==> src/rtl/brws_pkg.sv <==
// Package for the biased random walk step block.
// Holds the sequencer state and multiplier operand codes, the control and status
// structs, and the fixed-point and reciprocal constants. No dependencies.
package brws_pkg;

  // Field widths
  localparam int RAND_W = 31;
  localparam int VEL_W  = 18;
  localparam int POS_W  = 18;
  localparam int MAG_W  = 17;   // |position| and |position|^e, at most 1.0
  localparam int EXP_W  = 4;
  localparam int MUL_W  = 32;

  // Exponent clamp (values above act as this)
  localparam logic [EXP_W:0] MAX_EXPONENT = 5'd8;

  // Q16 unit
  localparam logic signed [POS_W+1:0] Q16_ONE  = 20'sd65536;
  localparam logic signed [POS_W+1:0] Q16_MONE = -20'sd65536;
  localparam logic [POS_W-1:0] Q16_ONE_U = 18'd65536;

  // Moduli and their truncated reciprocals (scaled by 2^31 or 2^32)
  localparam logic [MUL_W-1:0] DIR_MOD   = 32'd10000;
  localparam logic [MUL_W-1:0] DIR_RECIP = 32'd214748;   // floor(2^31 / 10000)
  localparam logic [MUL_W-1:0] VEL_MOD   = 32'd1000000;
  localparam logic [MUL_W-1:0] VEL_RECIP = 32'd2147;     // floor(2^31 / 1000000)
  localparam logic [MUL_W-1:0] DIV_LO    = 32'd15625;    // 1000000 / 64
  localparam logic [MUL_W-1:0] DIV_RECIP = 32'd274877;   // floor(2^32 / 15625)

  typedef enum logic [3:0] {
    ST_IDLE,
    ST_POW,
    ST_DQ,
    ST_DR,
    ST_DC,
    ST_VR,
    ST_VC,
    ST_VP,
    ST_VD,
    ST_VQ,
    ST_VM,
    ST_UPD,
    ST_EMIT
  } state_t;

  // Operand selection for the shared multiplier
  typedef enum logic [3:0] {
    OP_NONE,
    OP_POW,   // running power times |position|
    OP_DQ,    // random word times direction reciprocal
    OP_DR,    // direction quotient times 10000
    OP_VQ,    // random word times velocity reciprocal
    OP_VR,    // velocity quotient times 1000000
    OP_VP,    // residue times velocity
    OP_VD,    // scaled product times 1/15625 reciprocal
    OP_VM,    // step quotient times 15625
    OP_BIAS   // (bias + 1.0) times 10000
  } mul_op_t;

  typedef struct packed {
    logic       ready;
    logic       accept;
    mul_op_t    op;
    logic       pow_first;
    logic       cap_pow;
    logic       cap_d;
    logic       cap_rv;
    logic       cap_x6;
    logic       cap_qv;
    logic       cap_mag;
    logic       upd;
    logic       emit;
  } ctrl_t;

  typedef struct packed {
    logic             in_valid;
    logic             out_free;
    logic [EXP_W-1:0] iters;     // multiplies in the power chain
  } stat_t;

endpackage

==> src/rtl/brws_mul.sv <==
// Shared 32x32 unsigned multiplier with a registered product.
// Depends on brws_pkg for the operand width.
module brws_mul (
  input  logic                           clk,
  input  logic [brws_pkg::MUL_W-1:0]     a,
  input  logic [brws_pkg::MUL_W-1:0]     b,
  output logic [2*brws_pkg::MUL_W-1:0]   prod
);

  // One product per cycle, ready the cycle after the operands
  always_ff @(posedge clk) begin
    prod <= a * b;
  end

endmodule

==> src/rtl/brws_ctrl.sv <==
// Sequencer for the biased random walk step: walks one request through the
// power chain, the constant divisions and the position update.
// Depends on brws_pkg for state, operand codes and the control structs.
module brws_ctrl (
  input  logic                clk,
  input  logic                rst,
  input  brws_pkg::stat_t     stat,
  output brws_pkg::ctrl_t     ctrl
);

  brws_pkg::state_t                 state, state_next;
  logic [brws_pkg::EXP_W-1:0]       cnt;
  logic                             pow_first;
  logic                             pow_used;

  // Next state
  always_comb begin
    state_next = state;
    case (state)
      brws_pkg::ST_IDLE: begin
        if (stat.in_valid) begin
          state_next = (stat.iters == '0) ? brws_pkg::ST_DQ : brws_pkg::ST_POW;
        end
      end
      brws_pkg::ST_POW: begin
        if (cnt == 4'd1) begin
          state_next = brws_pkg::ST_DQ;
        end
      end
      brws_pkg::ST_DQ:  state_next = brws_pkg::ST_DR;
      brws_pkg::ST_DR:  state_next = brws_pkg::ST_DC;
      brws_pkg::ST_DC:  state_next = brws_pkg::ST_VR;
      brws_pkg::ST_VR:  state_next = brws_pkg::ST_VC;
      brws_pkg::ST_VC:  state_next = brws_pkg::ST_VP;
      brws_pkg::ST_VP:  state_next = brws_pkg::ST_VD;
      brws_pkg::ST_VD:  state_next = brws_pkg::ST_VQ;
      brws_pkg::ST_VQ:  state_next = brws_pkg::ST_VM;
      brws_pkg::ST_VM:  state_next = brws_pkg::ST_UPD;
      brws_pkg::ST_UPD: state_next = brws_pkg::ST_EMIT;
      brws_pkg::ST_EMIT: begin
        if (stat.out_free) begin
          state_next = brws_pkg::ST_IDLE;
        end
      end
      default: state_next = brws_pkg::ST_IDLE;
    endcase
  end

  // Outputs
  always_comb begin
    ctrl           = '0;
    ctrl.op        = brws_pkg::OP_NONE;
    ctrl.pow_first = pow_first;
    case (state)
      brws_pkg::ST_IDLE: begin
        ctrl.ready  = 1'b1;
        ctrl.accept = stat.in_valid;
      end
      brws_pkg::ST_POW: ctrl.op = brws_pkg::OP_POW;
      brws_pkg::ST_DQ: begin
        ctrl.op      = brws_pkg::OP_DQ;
        ctrl.cap_pow = pow_used;
      end
      brws_pkg::ST_DR: ctrl.op = brws_pkg::OP_DR;
      brws_pkg::ST_DC: begin
        ctrl.op    = brws_pkg::OP_VQ;
        ctrl.cap_d = 1'b1;
      end
      brws_pkg::ST_VR: ctrl.op = brws_pkg::OP_VR;
      brws_pkg::ST_VC: ctrl.cap_rv = 1'b1;
      brws_pkg::ST_VP: ctrl.op = brws_pkg::OP_VP;
      brws_pkg::ST_VD: begin
        ctrl.op     = brws_pkg::OP_VD;
        ctrl.cap_x6 = 1'b1;
      end
      brws_pkg::ST_VQ: begin
        ctrl.op     = brws_pkg::OP_VM;
        ctrl.cap_qv = 1'b1;
      end
      brws_pkg::ST_VM: begin
        ctrl.op      = brws_pkg::OP_BIAS;
        ctrl.cap_mag = 1'b1;
      end
      brws_pkg::ST_UPD:  ctrl.upd  = 1'b1;
      brws_pkg::ST_EMIT: ctrl.emit = stat.out_free;
      default: ctrl.op = brws_pkg::OP_NONE;
    endcase
  end

  // State and power-chain counter
  always_ff @(posedge clk) begin
    if (rst) begin
      state     <= brws_pkg::ST_IDLE;
      cnt       <= '0;
      pow_first <= 1'b0;
      pow_used  <= 1'b0;
    end else begin
      state <= state_next;
      if (ctrl.accept) begin
        cnt       <= stat.iters;
        pow_first <= 1'b1;
        pow_used  <= (stat.iters != '0);
      end else if (state == brws_pkg::ST_POW) begin
        cnt       <= cnt - 4'd1;
        pow_first <= 1'b0;
      end
    end
  end

endmodule

==> src/rtl/biased_random_walk_step.sv <==
// Biased random walk step: top level with ports, config register and datapath.
// Depends on brws_pkg, brws_mul (shared multiplier) and brws_ctrl (sequencer).
// Requests are handled one at a time (e = clamped exponent) through the single shared
// multiplier: e-1 power steps and eight division and bias products in sequence,
// plus the idle, residue, update and result states; a held result adds its wait.
// No new request is taken until the last result is in the output register.
// Reset: position 0, bias_exponent 1, no result pending; no clearing pass.
module biased_random_walk_step (
  input  logic        clk,
  input  logic        rst,
  // request: [30:0] random_word, [48:31] step_velocity, [55:49] zero
  input  logic        s_tvalid,
  output logic        s_tready,
  input  logic [55:0] s_tdata,
  // result: [17:0] wander_value (signed), [23:18] zero
  output logic        m_tvalid,
  input  logic        m_tready,
  output logic [23:0] m_tdata,
  // bias_exponent write
  input  logic        cfg_valid,
  output logic        cfg_ready,
  input  logic [3:0]  cfg_data
);

  brws_pkg::ctrl_t ctrl;
  brws_pkg::stat_t stat;

  logic [brws_pkg::EXP_W-1:0]      bias_exponent;
  logic [brws_pkg::EXP_W:0]        exp_eff;
  logic [brws_pkg::MUL_W-1:0]      mul_a, mul_b;
  logic [2*brws_pkg::MUL_W-1:0]    prod;

  logic signed [brws_pkg::POS_W-1:0] position;
  logic [brws_pkg::RAND_W-1:0]     rand_q;
  logic [brws_pkg::VEL_W-1:0]      vel_q;
  logic [brws_pkg::MAG_W-1:0]      base;
  logic [brws_pkg::MAG_W-1:0]      magp;
  logic                            neg;
  logic [13:0]                     dir_d;
  logic [19:0]                     vel_rv;
  logic [31:0]                     x6;
  logic [17:0]                     qv;
  logic [17:0]                     step_mag;
  logic signed [brws_pkg::POS_W-1:0] wander;
  logic                            out_valid;

  logic [brws_pkg::POS_W-1:0]      pos_neg;
  logic [brws_pkg::POS_W-1:0]      bias_p1;
  logic [30:0]                     dir_diff;
  logic [13:0]                     dir_next;
  logic [20:0]                     vel_diff;
  logic [19:0]                     rv_next;
  logic [31:0]                     div_rem;
  logic [31:0]                     lhs;
  logic signed [19:0]              pos_w, mag_w, pos_dn, pos_up, pos_sel;
  logic signed [brws_pkg::POS_W-1:0] pos_new;

  assign cfg_ready = 1'b1;
  assign s_tready  = ctrl.ready;
  assign m_tvalid  = out_valid;
  assign m_tdata   = {6'b0, wander};

  // Exponent clamp to [1, MAX_EXPONENT]
  always_comb begin
    if (bias_exponent == '0) begin
      exp_eff = 5'd1;
    end else if ({1'b0, bias_exponent} > brws_pkg::MAX_EXPONENT) begin
      exp_eff = brws_pkg::MAX_EXPONENT;
    end else begin
      exp_eff = {1'b0, bias_exponent};
    end
  end

  assign stat.in_valid = s_tvalid;
  assign stat.out_free = !out_valid || m_tready;
  assign stat.iters    = 4'(exp_eff - 5'd1);

  brws_ctrl u_ctrl (
    .clk  (clk),
    .rst  (rst),
    .stat (stat),
    .ctrl (ctrl)
  );

  // Operand select for the shared multiplier
  always_comb begin
    mul_a = '0;
    mul_b = '0;
    case (ctrl.op)
      brws_pkg::OP_POW: begin
        mul_a = ctrl.pow_first ? {15'b0, base} : {15'b0, prod[32:16]};
        mul_b = {15'b0, base};
      end
      brws_pkg::OP_DQ: begin
        mul_a = {1'b0, rand_q};
        mul_b = brws_pkg::DIR_RECIP;
      end
      brws_pkg::OP_DR: begin
        mul_a = {14'b0, prod[48:31]};
        mul_b = brws_pkg::DIR_MOD;
      end
      brws_pkg::OP_VQ: begin
        mul_a = {1'b0, rand_q};
        mul_b = brws_pkg::VEL_RECIP;
      end
      brws_pkg::OP_VR: begin
        mul_a = {20'b0, prod[42:31]};
        mul_b = brws_pkg::VEL_MOD;
      end
      brws_pkg::OP_VP: begin
        mul_a = {12'b0, vel_rv};
        mul_b = {14'b0, vel_q};
      end
      brws_pkg::OP_VD: begin
        mul_a = prod[37:6];
        mul_b = brws_pkg::DIV_RECIP;
      end
      brws_pkg::OP_VM: begin
        mul_a = {14'b0, prod[49:32]};
        mul_b = brws_pkg::DIV_LO;
      end
      brws_pkg::OP_BIAS: begin
        mul_a = {14'b0, bias_p1};
        mul_b = brws_pkg::DIR_MOD;
      end
      default: begin
        mul_a = '0;
        mul_b = '0;
      end
    endcase
  end

  brws_mul u_mul (
    .clk  (clk),
    .a    (mul_a),
    .b    (mul_b),
    .prod (prod)
  );

  // Magnitude of the position and bias + 1.0
  assign pos_neg = 18'(-position);
  assign bias_p1 = neg ? (brws_pkg::Q16_ONE_U - {1'b0, magp})
                       : (brws_pkg::Q16_ONE_U + {1'b0, magp});

  // Residues: quotient estimate is exact or one short, so one correction each
  assign dir_diff = rand_q - prod[30:0];
  assign dir_next = (dir_diff[14:0] >= 15'd10000) ? 14'(dir_diff[14:0] - 15'd10000)
                                                  : dir_diff[13:0];
  assign vel_diff = 21'(rand_q - prod[30:0]);
  assign rv_next  = (vel_diff >= 21'd1000000) ? 20'(vel_diff - 21'd1000000)
                                              : vel_diff[19:0];
  assign div_rem  = x6 - prod[31:0];

  // Direction compare and bounded update
  assign lhs    = {1'b0, dir_d, 17'b0};
  assign pos_w  = 20'(position);
  assign mag_w  = signed'({2'b0, step_mag});
  assign pos_dn = pos_w - mag_w;
  assign pos_up = pos_w + mag_w;

  always_comb begin
    pos_sel = pos_w;
    if (lhs < prod[31:0]) begin
      pos_sel = (pos_dn < brws_pkg::Q16_MONE) ? pos_up : pos_dn;
    end else if (lhs > prod[31:0]) begin
      pos_sel = (pos_up > brws_pkg::Q16_ONE) ? pos_dn : pos_up;
    end
    if (pos_sel > brws_pkg::Q16_ONE) begin
      pos_new = 18'(brws_pkg::Q16_ONE);
    end else if (pos_sel < brws_pkg::Q16_MONE) begin
      pos_new = 18'(brws_pkg::Q16_MONE);
    end else begin
      pos_new = 18'(pos_sel);
    end
  end

  // Control registers: config, position, result valid
  always_ff @(posedge clk) begin
    if (rst) begin
      bias_exponent <= 4'd1;
      position      <= '0;
      out_valid     <= 1'b0;
    end else begin
      if (cfg_valid && cfg_ready) begin
        bias_exponent <= cfg_data;
      end
      if (ctrl.upd) begin
        position <= pos_new;
      end
      if (ctrl.emit) begin
        out_valid <= 1'b1;
      end else if (m_tready) begin
        out_valid <= 1'b0;
      end
    end
  end

  // Datapath registers
  always_ff @(posedge clk) begin
    if (ctrl.accept) begin
      rand_q <= s_tdata[30:0];
      vel_q  <= s_tdata[48:31];
      neg    <= position[brws_pkg::POS_W-1];
      base   <= position[brws_pkg::POS_W-1] ? pos_neg[16:0] : position[16:0];
      magp   <= position[brws_pkg::POS_W-1] ? pos_neg[16:0] : position[16:0];
    end
    if (ctrl.cap_pow) begin
      magp <= prod[32:16];
    end
    if (ctrl.cap_d) begin
      dir_d <= dir_next;
    end
    if (ctrl.cap_rv) begin
      vel_rv <= rv_next;
    end
    if (ctrl.cap_x6) begin
      x6 <= prod[37:6];
    end
    if (ctrl.cap_qv) begin
      qv <= prod[49:32];
    end
    if (ctrl.cap_mag) begin
      step_mag <= (div_rem >= brws_pkg::DIV_LO) ? (qv + 18'd1) : qv;
    end
    if (ctrl.emit) begin
      wander <= position;
    end
  end

  // Checks
  a_busy_after_req: assert property (@(posedge clk) disable iff (rst)
    (s_tvalid && s_tready) |=> !s_tready)
    else $error("request taken while a step is in progress");

  a_pos_bounded: assert property (@(posedge clk) disable iff (rst)
    (position <= 18'sd65536) && (position >= -18'sd65536))
    else $error("position outside [-1, 1]");

  a_dir_residue: assert property (@(posedge clk) disable iff (rst)
    ctrl.cap_d |=> (dir_d < 14'd10000))
    else $error("direction residue not reduced");

  a_vel_residue: assert property (@(posedge clk) disable iff (rst)
    ctrl.cap_rv |=> (vel_rv < 20'd1000000))
    else $error("velocity residue not reduced");

endmodule

==> config.mk <==
export PLATFORM = sky130hd
export DESIGN_NAME = biased_random_walk_step
export DESIGN_NICKNAME = d
export VERILOG_FILES = /design/src/rtl/brws_pkg.sv /design/src/rtl/brws_mul.sv /design/src/rtl/brws_ctrl.sv /design/src/rtl/biased_random_walk_step.sv
export SDC_FILE = /design/constraint.sdc
export NUM_CORES = 2
export LEC_CHECK = 0
export ABC_CLOCK_PERIOD_IN_PS = 13600
export BUFFER_PORTS_ARGS = -buffer_cell sky130_fd_sc_hd__buf_2
export CELL_PAD_IN_SITES_DETAIL_PLACEMENT = 1
export CELL_PAD_IN_SITES_GLOBAL_PLACEMENT = 2
export CORE_MARGIN = 2
export CORE_UTILIZATION = 42
export DETAILED_ROUTE_END_ITERATION = 6
export GPL_ROUTABILITY_DRIVEN = 1
export PLACE_DENSITY = 0.82
export SYNTH_ARGS = -nofsm -noshare
export SYNTH_HDL_FRONTEND = slang
export SYNTH_SLANG_ARGS = --single-unit
export TNS_END_PERCENT = 5
==> constraint.sdc <==
create_clock -name clk -period 13.6 [get_ports clk]
set_input_delay 1.36 -clock clk [delete_from_list [all_inputs] [get_ports clk]]
set_output_delay 1.36 -clock clk [all_outputs]
set_load 0.01 [all_outputs]
---- Word level (Yosys, flattened, before mapping) ----
Index checks and enable logic that the tools add are counted.
operators by class
  add/sub/neg operators ................... 12
  $mul .................................... 1
  order comparisons ....................... 10
  equality and inequality tests ........... 25
  mux-type cells .......................... 39
  reduce and logical (&&, ||, !) cells .... 12
operators by type and width
  cell                      count
  $pmux W32 S8              1
  $pmux W20 S8              1
  $mux W20                  5
  $mux W18                  4
  $mux W17                  4
  $pmux W4 S13              1
  $mul A32 B20 Y50          1
  $gt A20 B18 Y1 const B    2
  $lt A20 B17 Y1 const B    2
  $pmux W4 S9               1
  $eq A4 B3 Y1 const B      8
  $ge A32 B14 Y1 const B    1
  $gt A31 B32 Y1            1
  $lt A31 B32 Y1            1
  $sub A32 B32 Y32          1
  $eq A4 B4 Y1 const B      7
  $mux W4                   7
  $ge A21 B20 Y1 const B    1
  $sub A21 B21 Y21          1
  $add A18 B19 Y20          1
  $sub A18 B19 Y20          1
  $sub A20 B20 Y20 const B  1
  $add A17 B17 Y18 const A  1
  $add A18 B1 Y18 const B   1
  other kinds (20)          44
storage, ports and cells
  register bits after elaboration ......... 287
  input port bits ......................... 65
  logic and storage cells ................. 118

---- Depth between registers and ports, before layout ----
  word-level depth ........................ 8
  depth in mapped cells ................... 38

---- Modules after synthesis ----
From an unflattened synthesis, not the netlist that was laid out.
unflattened totals
  cells, all modules ...................... 5600
  area, all modules ....................... 51977.4 um2
modules (own cells, without submodules)
  module                   instances  cells an instance  area each (um2)  sequential area each (um2)
  brws_mul                 1          3754               34590.7          1281.2
  biased_random_walk_step  1          1751               16702.3          6586.3
  brws_ctrl                1          95                 684.4            200.2

---- Worst setup path before layout ----
OpenSTA, ideal clock, no wires.
  path type ............................... register to register
  start ................................... register u_ctrl.state[3]
  end ..................................... register u_mul.prod[44] in the netlist's numbering
  library setup time ...................... 0.125 ns
  arrival time ............................ 9.398 ns
  required time ........................... 13.475 ns
  slack ................................... 4.077 ns
  cell stages (with the launch flop) ...... 34
  buffers on the path ..................... 4
  cells stage by stage .................... dfxtp_1 clkbuf_1 nand2b_1 clkbuf_1 nor2_1 clkbuf_1 a221o_1 a2111oi_0 nor2_1 fa_1 fa_1 inv_1 fa_1 inv_1 fa_1 fa_1 fa_1 inv_1 fa_1 inv_1 ha_1 clkbuf_1 a21o_1 a221o_1 a211oi_1 o211ai_1 nor4bb_1 o41a_1 o211a_1 nor2_1 a21o_1 o21ai_0 a21oi_1 xnor2_1
between the ends
  cells in the longest elaborated chain, start to end .. 6
ends and longest elaborated chain
  element                                       line                           text
  from (decl)                                   brws_ctrl.sv:11                brws_pkg::state_t state, state_next;
  from (signal assigned)                        brws_ctrl.sv:93                state <= brws_pkg::ST_IDLE;
  from (signal assigned)                        brws_ctrl.sv:98                state <= state_next;
  $eq A4 B4 Y1, or another cell as far along    brws_ctrl.sv:54                case (state)
  $pmux W4 S9 (*)                               brws_ctrl.sv:54
  $eq A4 B3 Y1, or another cell as far along    biased_random_walk_step.sv:89  case (ctrl.op)
  $reduce_or A2 Y1 (no source line)             --
  $pmux W32 S8 or $pmux W20 S8 (tied branches)  biased_random_walk_step.sv:89
  $mul A32 B20 Y50 (*)                          brws_mul.sv:12                 prod <= a * b;
  to (signal assigned)                          brws_mul.sv:12
  to (decl)                                     brws_mul.sv:7                  output logic [2*brws_pkg::MUL_W-1:0] prod
Mark *: on every way between the ends. The rest lies on a longest branch, timed or not.
A chain may end at the register's enable or synchronous reset.

---- Final worst setup path ----
  start ................................... register u_ctrl.state[1]
  end ..................................... register u_mul.prod[44] in the netlist's numbering
The elaborated chain is that of the path after synthesis.

==> flow_summary.ini <==
[synthesis]
synth-compound-area-share_pct = 12.31
ys_seq_elements = 287
synthesized_netlist_cell_count = 4215
main_combinational_cell_family_by_area_after_synthesis = adder cells
cell_type_with_the_largest_total_area_after_synthesis = sky130_fd_sc_hd__fa_1
synth.avg_cell_area_sq_um = 9.061
synth_edf_count = 204
async_reset_ff_share_pct = 0
synth_mux_area_share_pct = 1.848
synth_largest_type_area_fraction_pct = 28.25
synth_area_sq_um = 38190
netlist-cell-type-count = 100
synth_simple_gate_area_share_pct = 15.03
synth-seq-area-share_pct = 20.39
synth_adder_area_share_pct = 36.87
synth_xor_xnor_area_share_pct = 3.692
yosys_warnings = 0
ys_top_cells_by_area = sky130_fd_sc_hd__fa_1, sky130_fd_sc_hd__edfxtp_1, sky130_fd_sc_hd__ha_1, sky130_fd_sc_hd__inv_1, sky130_fd_sc_hd__nand2_1
synth_ff_type = sky130_fd_sc_hd__edfxtp_1

[global_routing]
first_global_vias = 32910
global_route.overflow_total = 0
grt_use_total_pct = 29.76
grt_max_degree = 65
grt_first_pass_wirelength_mm = 207.8
initial_antenna_violation_count = 6

[floorplan]
die-area_sq_um = 93360
io_pins = 92
die_w_um = 305.6
die-height_um = 305.6
core_sq_um = 90010
floorplan.initialDensity_pct = 42.43
core.rowCount = 110

[setup_path]
critPathMostFrequentCell = sky130_fd_sc_hd__fa_1
rr_endpoint = u_mul.prod[44]
data_required_time_at_the_worst_endpoint_ns = 14.08
worst-path-max-fanout = 22
crit_path_end = u_mul.prod[44]
ff2ff_path_depth = 35
worstPathArrival_ns = 11.23
crit_path_end_kind = register
crit_start = u_ctrl.state[1]
reg2reg_setup_slack_ns = 2.85
cp-start-kind = register
timing.setup.critical_path_class = register to register
worst_path_max_delay_cell = sky130_fd_sc_hd__nand3_1
worst_r2r_startpoint = u_ctrl.state[1]
worst_path_largest_cell_delay_ns = 0.79

[timing]
hold_ws_ns = 0.5343
transition_at_the_pin_with_the_smallest_max_transition_slack_ns = 1.271
timing.final.max_slew_violations = 0
setup_violations = 0
hold_violations = 0
totalNegativeSetupSlack_ns = 0
clock.fmax_ghz = 0.09302
clock-skew-final_ns = 0.03079
timing.slew.headroom_pct = 15.02
setup_repair_after_global_routing_missed_its_margin = no
fin_crit_sh_pct = 79.05
timing.final.crit_period_ns = 10.75

[route]
detail_route.first_pass.iterations = 5
detailroute.via_count = 31010
number_of_design_rule_violations_left_after_detail_routing = 0
vias_per_cell = 5.645
wirelength_mm = 136.7
wire_per_inst_um = 24.90
dr.first_iter.drc_count = 2266
ant_nets = 0

[placed_design]
detailedPlacementHpwl_mm = 110.8
place.port_buffers = 77
finalWeightedCongestion = 0.9266

[cells_and_area]
flow.area_growth_from_synthesis_pct = 8.292
fillerInstances = 10510
multiInputGateArea_sq_um = 26970
ff_latch_area_sq_um = 7787
final_layout_size_suffix_gt1_share_pct = 6.838
layout_net_count = 5155

[hold_path]
min_delay_path_depth = 0
hold_path_class = register to register

[power_and_ir_drop]
leakagePower_uw = 0.01914
pwr_density_cell_nw_per_um2 = 220.3
vdd_ir_drop_max_mv = 0.1253
power.total_uw = 9110

[cts]
cts.repair.resized = 0
clock_tree.buffer_depth = 3
post-cts-setup-buffer-count = 0
cts_buffers = 34
cts_tree = built
clock_tree.root_cell = sky130_fd_sc_hd__clkbuf_16
clock_insertion_delay_worst_skew_ns = 0.58
numClockSinks = 287
clk_pin_slew_ns = 0.06
ctsHoldBuffers = 0
htree_num_levels = 2

[run]
max-cap-violations = 0

[outcome]
run_status = complete, no violations
[worst min path at each step]
stage                                 from          endpoint
after floorplan             u_mul.prod[49]            qv[17]
after global placement    bias_exponent[1]  bias_exponent[1]
after detailed placement    u_mul.prod[43]            qv[11]
after CTS                   u_mul.prod[43]            qv[11]
after global routing        u_mul.prod[43]            qv[11]
final                       u_mul.prod[43]            qv[11]
[worst max-delay path: cells and delay by family (launching register included)]
family	cells	cell delay [ns]
XOR/XNOR	1	0.14
adder cells (fa/ha/maj)	8	3.95
flip-flops	1	0.32
buffers and inverters	10	1.80
AND/OR/NAND/NOR	7	2.13
AO/OA/AOI/OAI	9	2.27
[per-layer routing]
layer,up-vias,wire length [um],track usage (%)
met2,990,65390,50.32
met1,15890,56870,38.59
li1,13850,-,-
met3,280,7918,3.758
met4,2,6548,12.22
met5,-,13,0
[cells by family (layout without fill, tap and decap cells)]
logic type | Yosys count | count (layout)
flops | 287 | 287
xor+xnor | 161 | 161
compound gates | 676 | 676
fa+ha+maj | 802 | 802
buf+inv | 981 | 1037
simple gates | 1239 | 1239
mux | 67 | 67
other cells | 2 | 47
[registers in the layout, indices dropped and copies added, names as in the netlist]
name,flops
wander,18
m_tvalid,1
neg,1
u_mul.prod,50
bias_exponent,4
u_ctrl.pow_first,1
vel_q,18
x6,32
u_ctrl.cnt,4
vel_rv,20
magp,17
base,17
rand_q,31
u_ctrl.pow_used,1
qv,18
u_ctrl.state,4
step_mag,18
dir_d,14
position,18
[area by class of cell]
type / count / share of cell area, %
inverters: 824 / 7.478
multi-input cells: 2990 / 65.20
well taps: 1176 / 3.558
repair buffers: 151 / 2.275
clock buffers: 47 / 2.351
clock inverters: 15 / 0.2965
flip-flops and latches: 287 / 18.83
diodes: 2 / 0.01210
[placed cells by master (no fill, tap or decap), types with 21 or more instances in the layout]
cell type,instances
sky130_fd_sc_hd__conb_1,45
sky130_fd_sc_hd__edfxtp_1,204
sky130_fd_sc_hd__buf_4,74
sky130_fd_sc_hd__fa_1,539
sky130_fd_sc_hd__a21o_1,45
sky130_fd_sc_hd__nand4_1,31
sky130_fd_sc_hd__dfxtp_1,83
sky130_fd_sc_hd__nand2b_1,43
sky130_fd_sc_hd__nand3_1,58
sky130_fd_sc_hd__nor3_1,58
sky130_fd_sc_hd__inv_1,822
sky130_fd_sc_hd__clkbuf_16,36
sky130_fd_sc_hd__and2_1,53
sky130_fd_sc_hd__xnor2_1,102
sky130_fd_sc_hd__o31ai_1,21
sky130_fd_sc_hd__nor2_1,302
sky130_fd_sc_hd__ha_1,263
sky130_fd_sc_hd__xor2_1,59
sky130_fd_sc_hd__o21ai_0,119
sky130_fd_sc_hd__o211ai_1,29
sky130_fd_sc_hd__o21a_1,32
sky130_fd_sc_hd__a21oi_1,159
sky130_fd_sc_hd__and3_1,31
sky130_fd_sc_hd__nand2_1,496
sky130_fd_sc_hd__mux2i_1,42
sky130_fd_sc_hd__or3_1,27
sky130_fd_sc_hd__mux2_2,24
sky130_fd_sc_hd__nor2b_1,37
sky130_fd_sc_hd__a31oi_1,24
sky130_fd_sc_hd__buf_2,77
sky130_fd_sc_hd__a211oi_1,22
[cells in the mapped netlist, types with 21 or more instances]
master / n
sky130_fd_sc_hd__a211oi_1: 22
sky130_fd_sc_hd__a21o_1: 45
sky130_fd_sc_hd__a21oi_1: 160
sky130_fd_sc_hd__a31oi_1: 25
sky130_fd_sc_hd__and2_1: 53
sky130_fd_sc_hd__and3_1: 32
sky130_fd_sc_hd__clkbuf_1: 121
sky130_fd_sc_hd__dfxtp_1: 83
sky130_fd_sc_hd__edfxtp_1: 204
sky130_fd_sc_hd__fa_1: 539
sky130_fd_sc_hd__ha_1: 263
sky130_fd_sc_hd__inv_1: 822
sky130_fd_sc_hd__mux2_2: 24
sky130_fd_sc_hd__mux2i_1: 42
sky130_fd_sc_hd__nand2_1: 496
sky130_fd_sc_hd__nand2b_1: 43
sky130_fd_sc_hd__nand3_1: 58
sky130_fd_sc_hd__nand4_1: 31
sky130_fd_sc_hd__nor2_1: 307
sky130_fd_sc_hd__nor2b_1: 37
sky130_fd_sc_hd__nor3_1: 60
sky130_fd_sc_hd__o211ai_1: 29
sky130_fd_sc_hd__o21a_1: 32
sky130_fd_sc_hd__o21ai_0: 122
sky130_fd_sc_hd__o31ai_1: 21
sky130_fd_sc_hd__or3_1: 27
sky130_fd_sc_hd__xnor2_1: 102
sky130_fd_sc_hd__xor2_1: 59
[power breakdown]
part | total, uW | internal [uW] | switching, uW
Combinational | 6680 | 2330 | 4340
Sequential | 1500 | 1230 | 273
Clock | 930 | 511 | 418
[per-stage QoR]
step	setup slack (ns)	cells	cell area, sq um	util (%)
after floorplan	4.077	4258	38350	-
after global placement	3.092	5428	40260	44.73
after detailed placement	2.980	5428	40260	44.73
after CTS	2.922	5490	41350	45.94
after global routing	2.389	5490	41350	45.94
final	2.849	5492	41360	45.95
(Power assumes the default switching activity.)
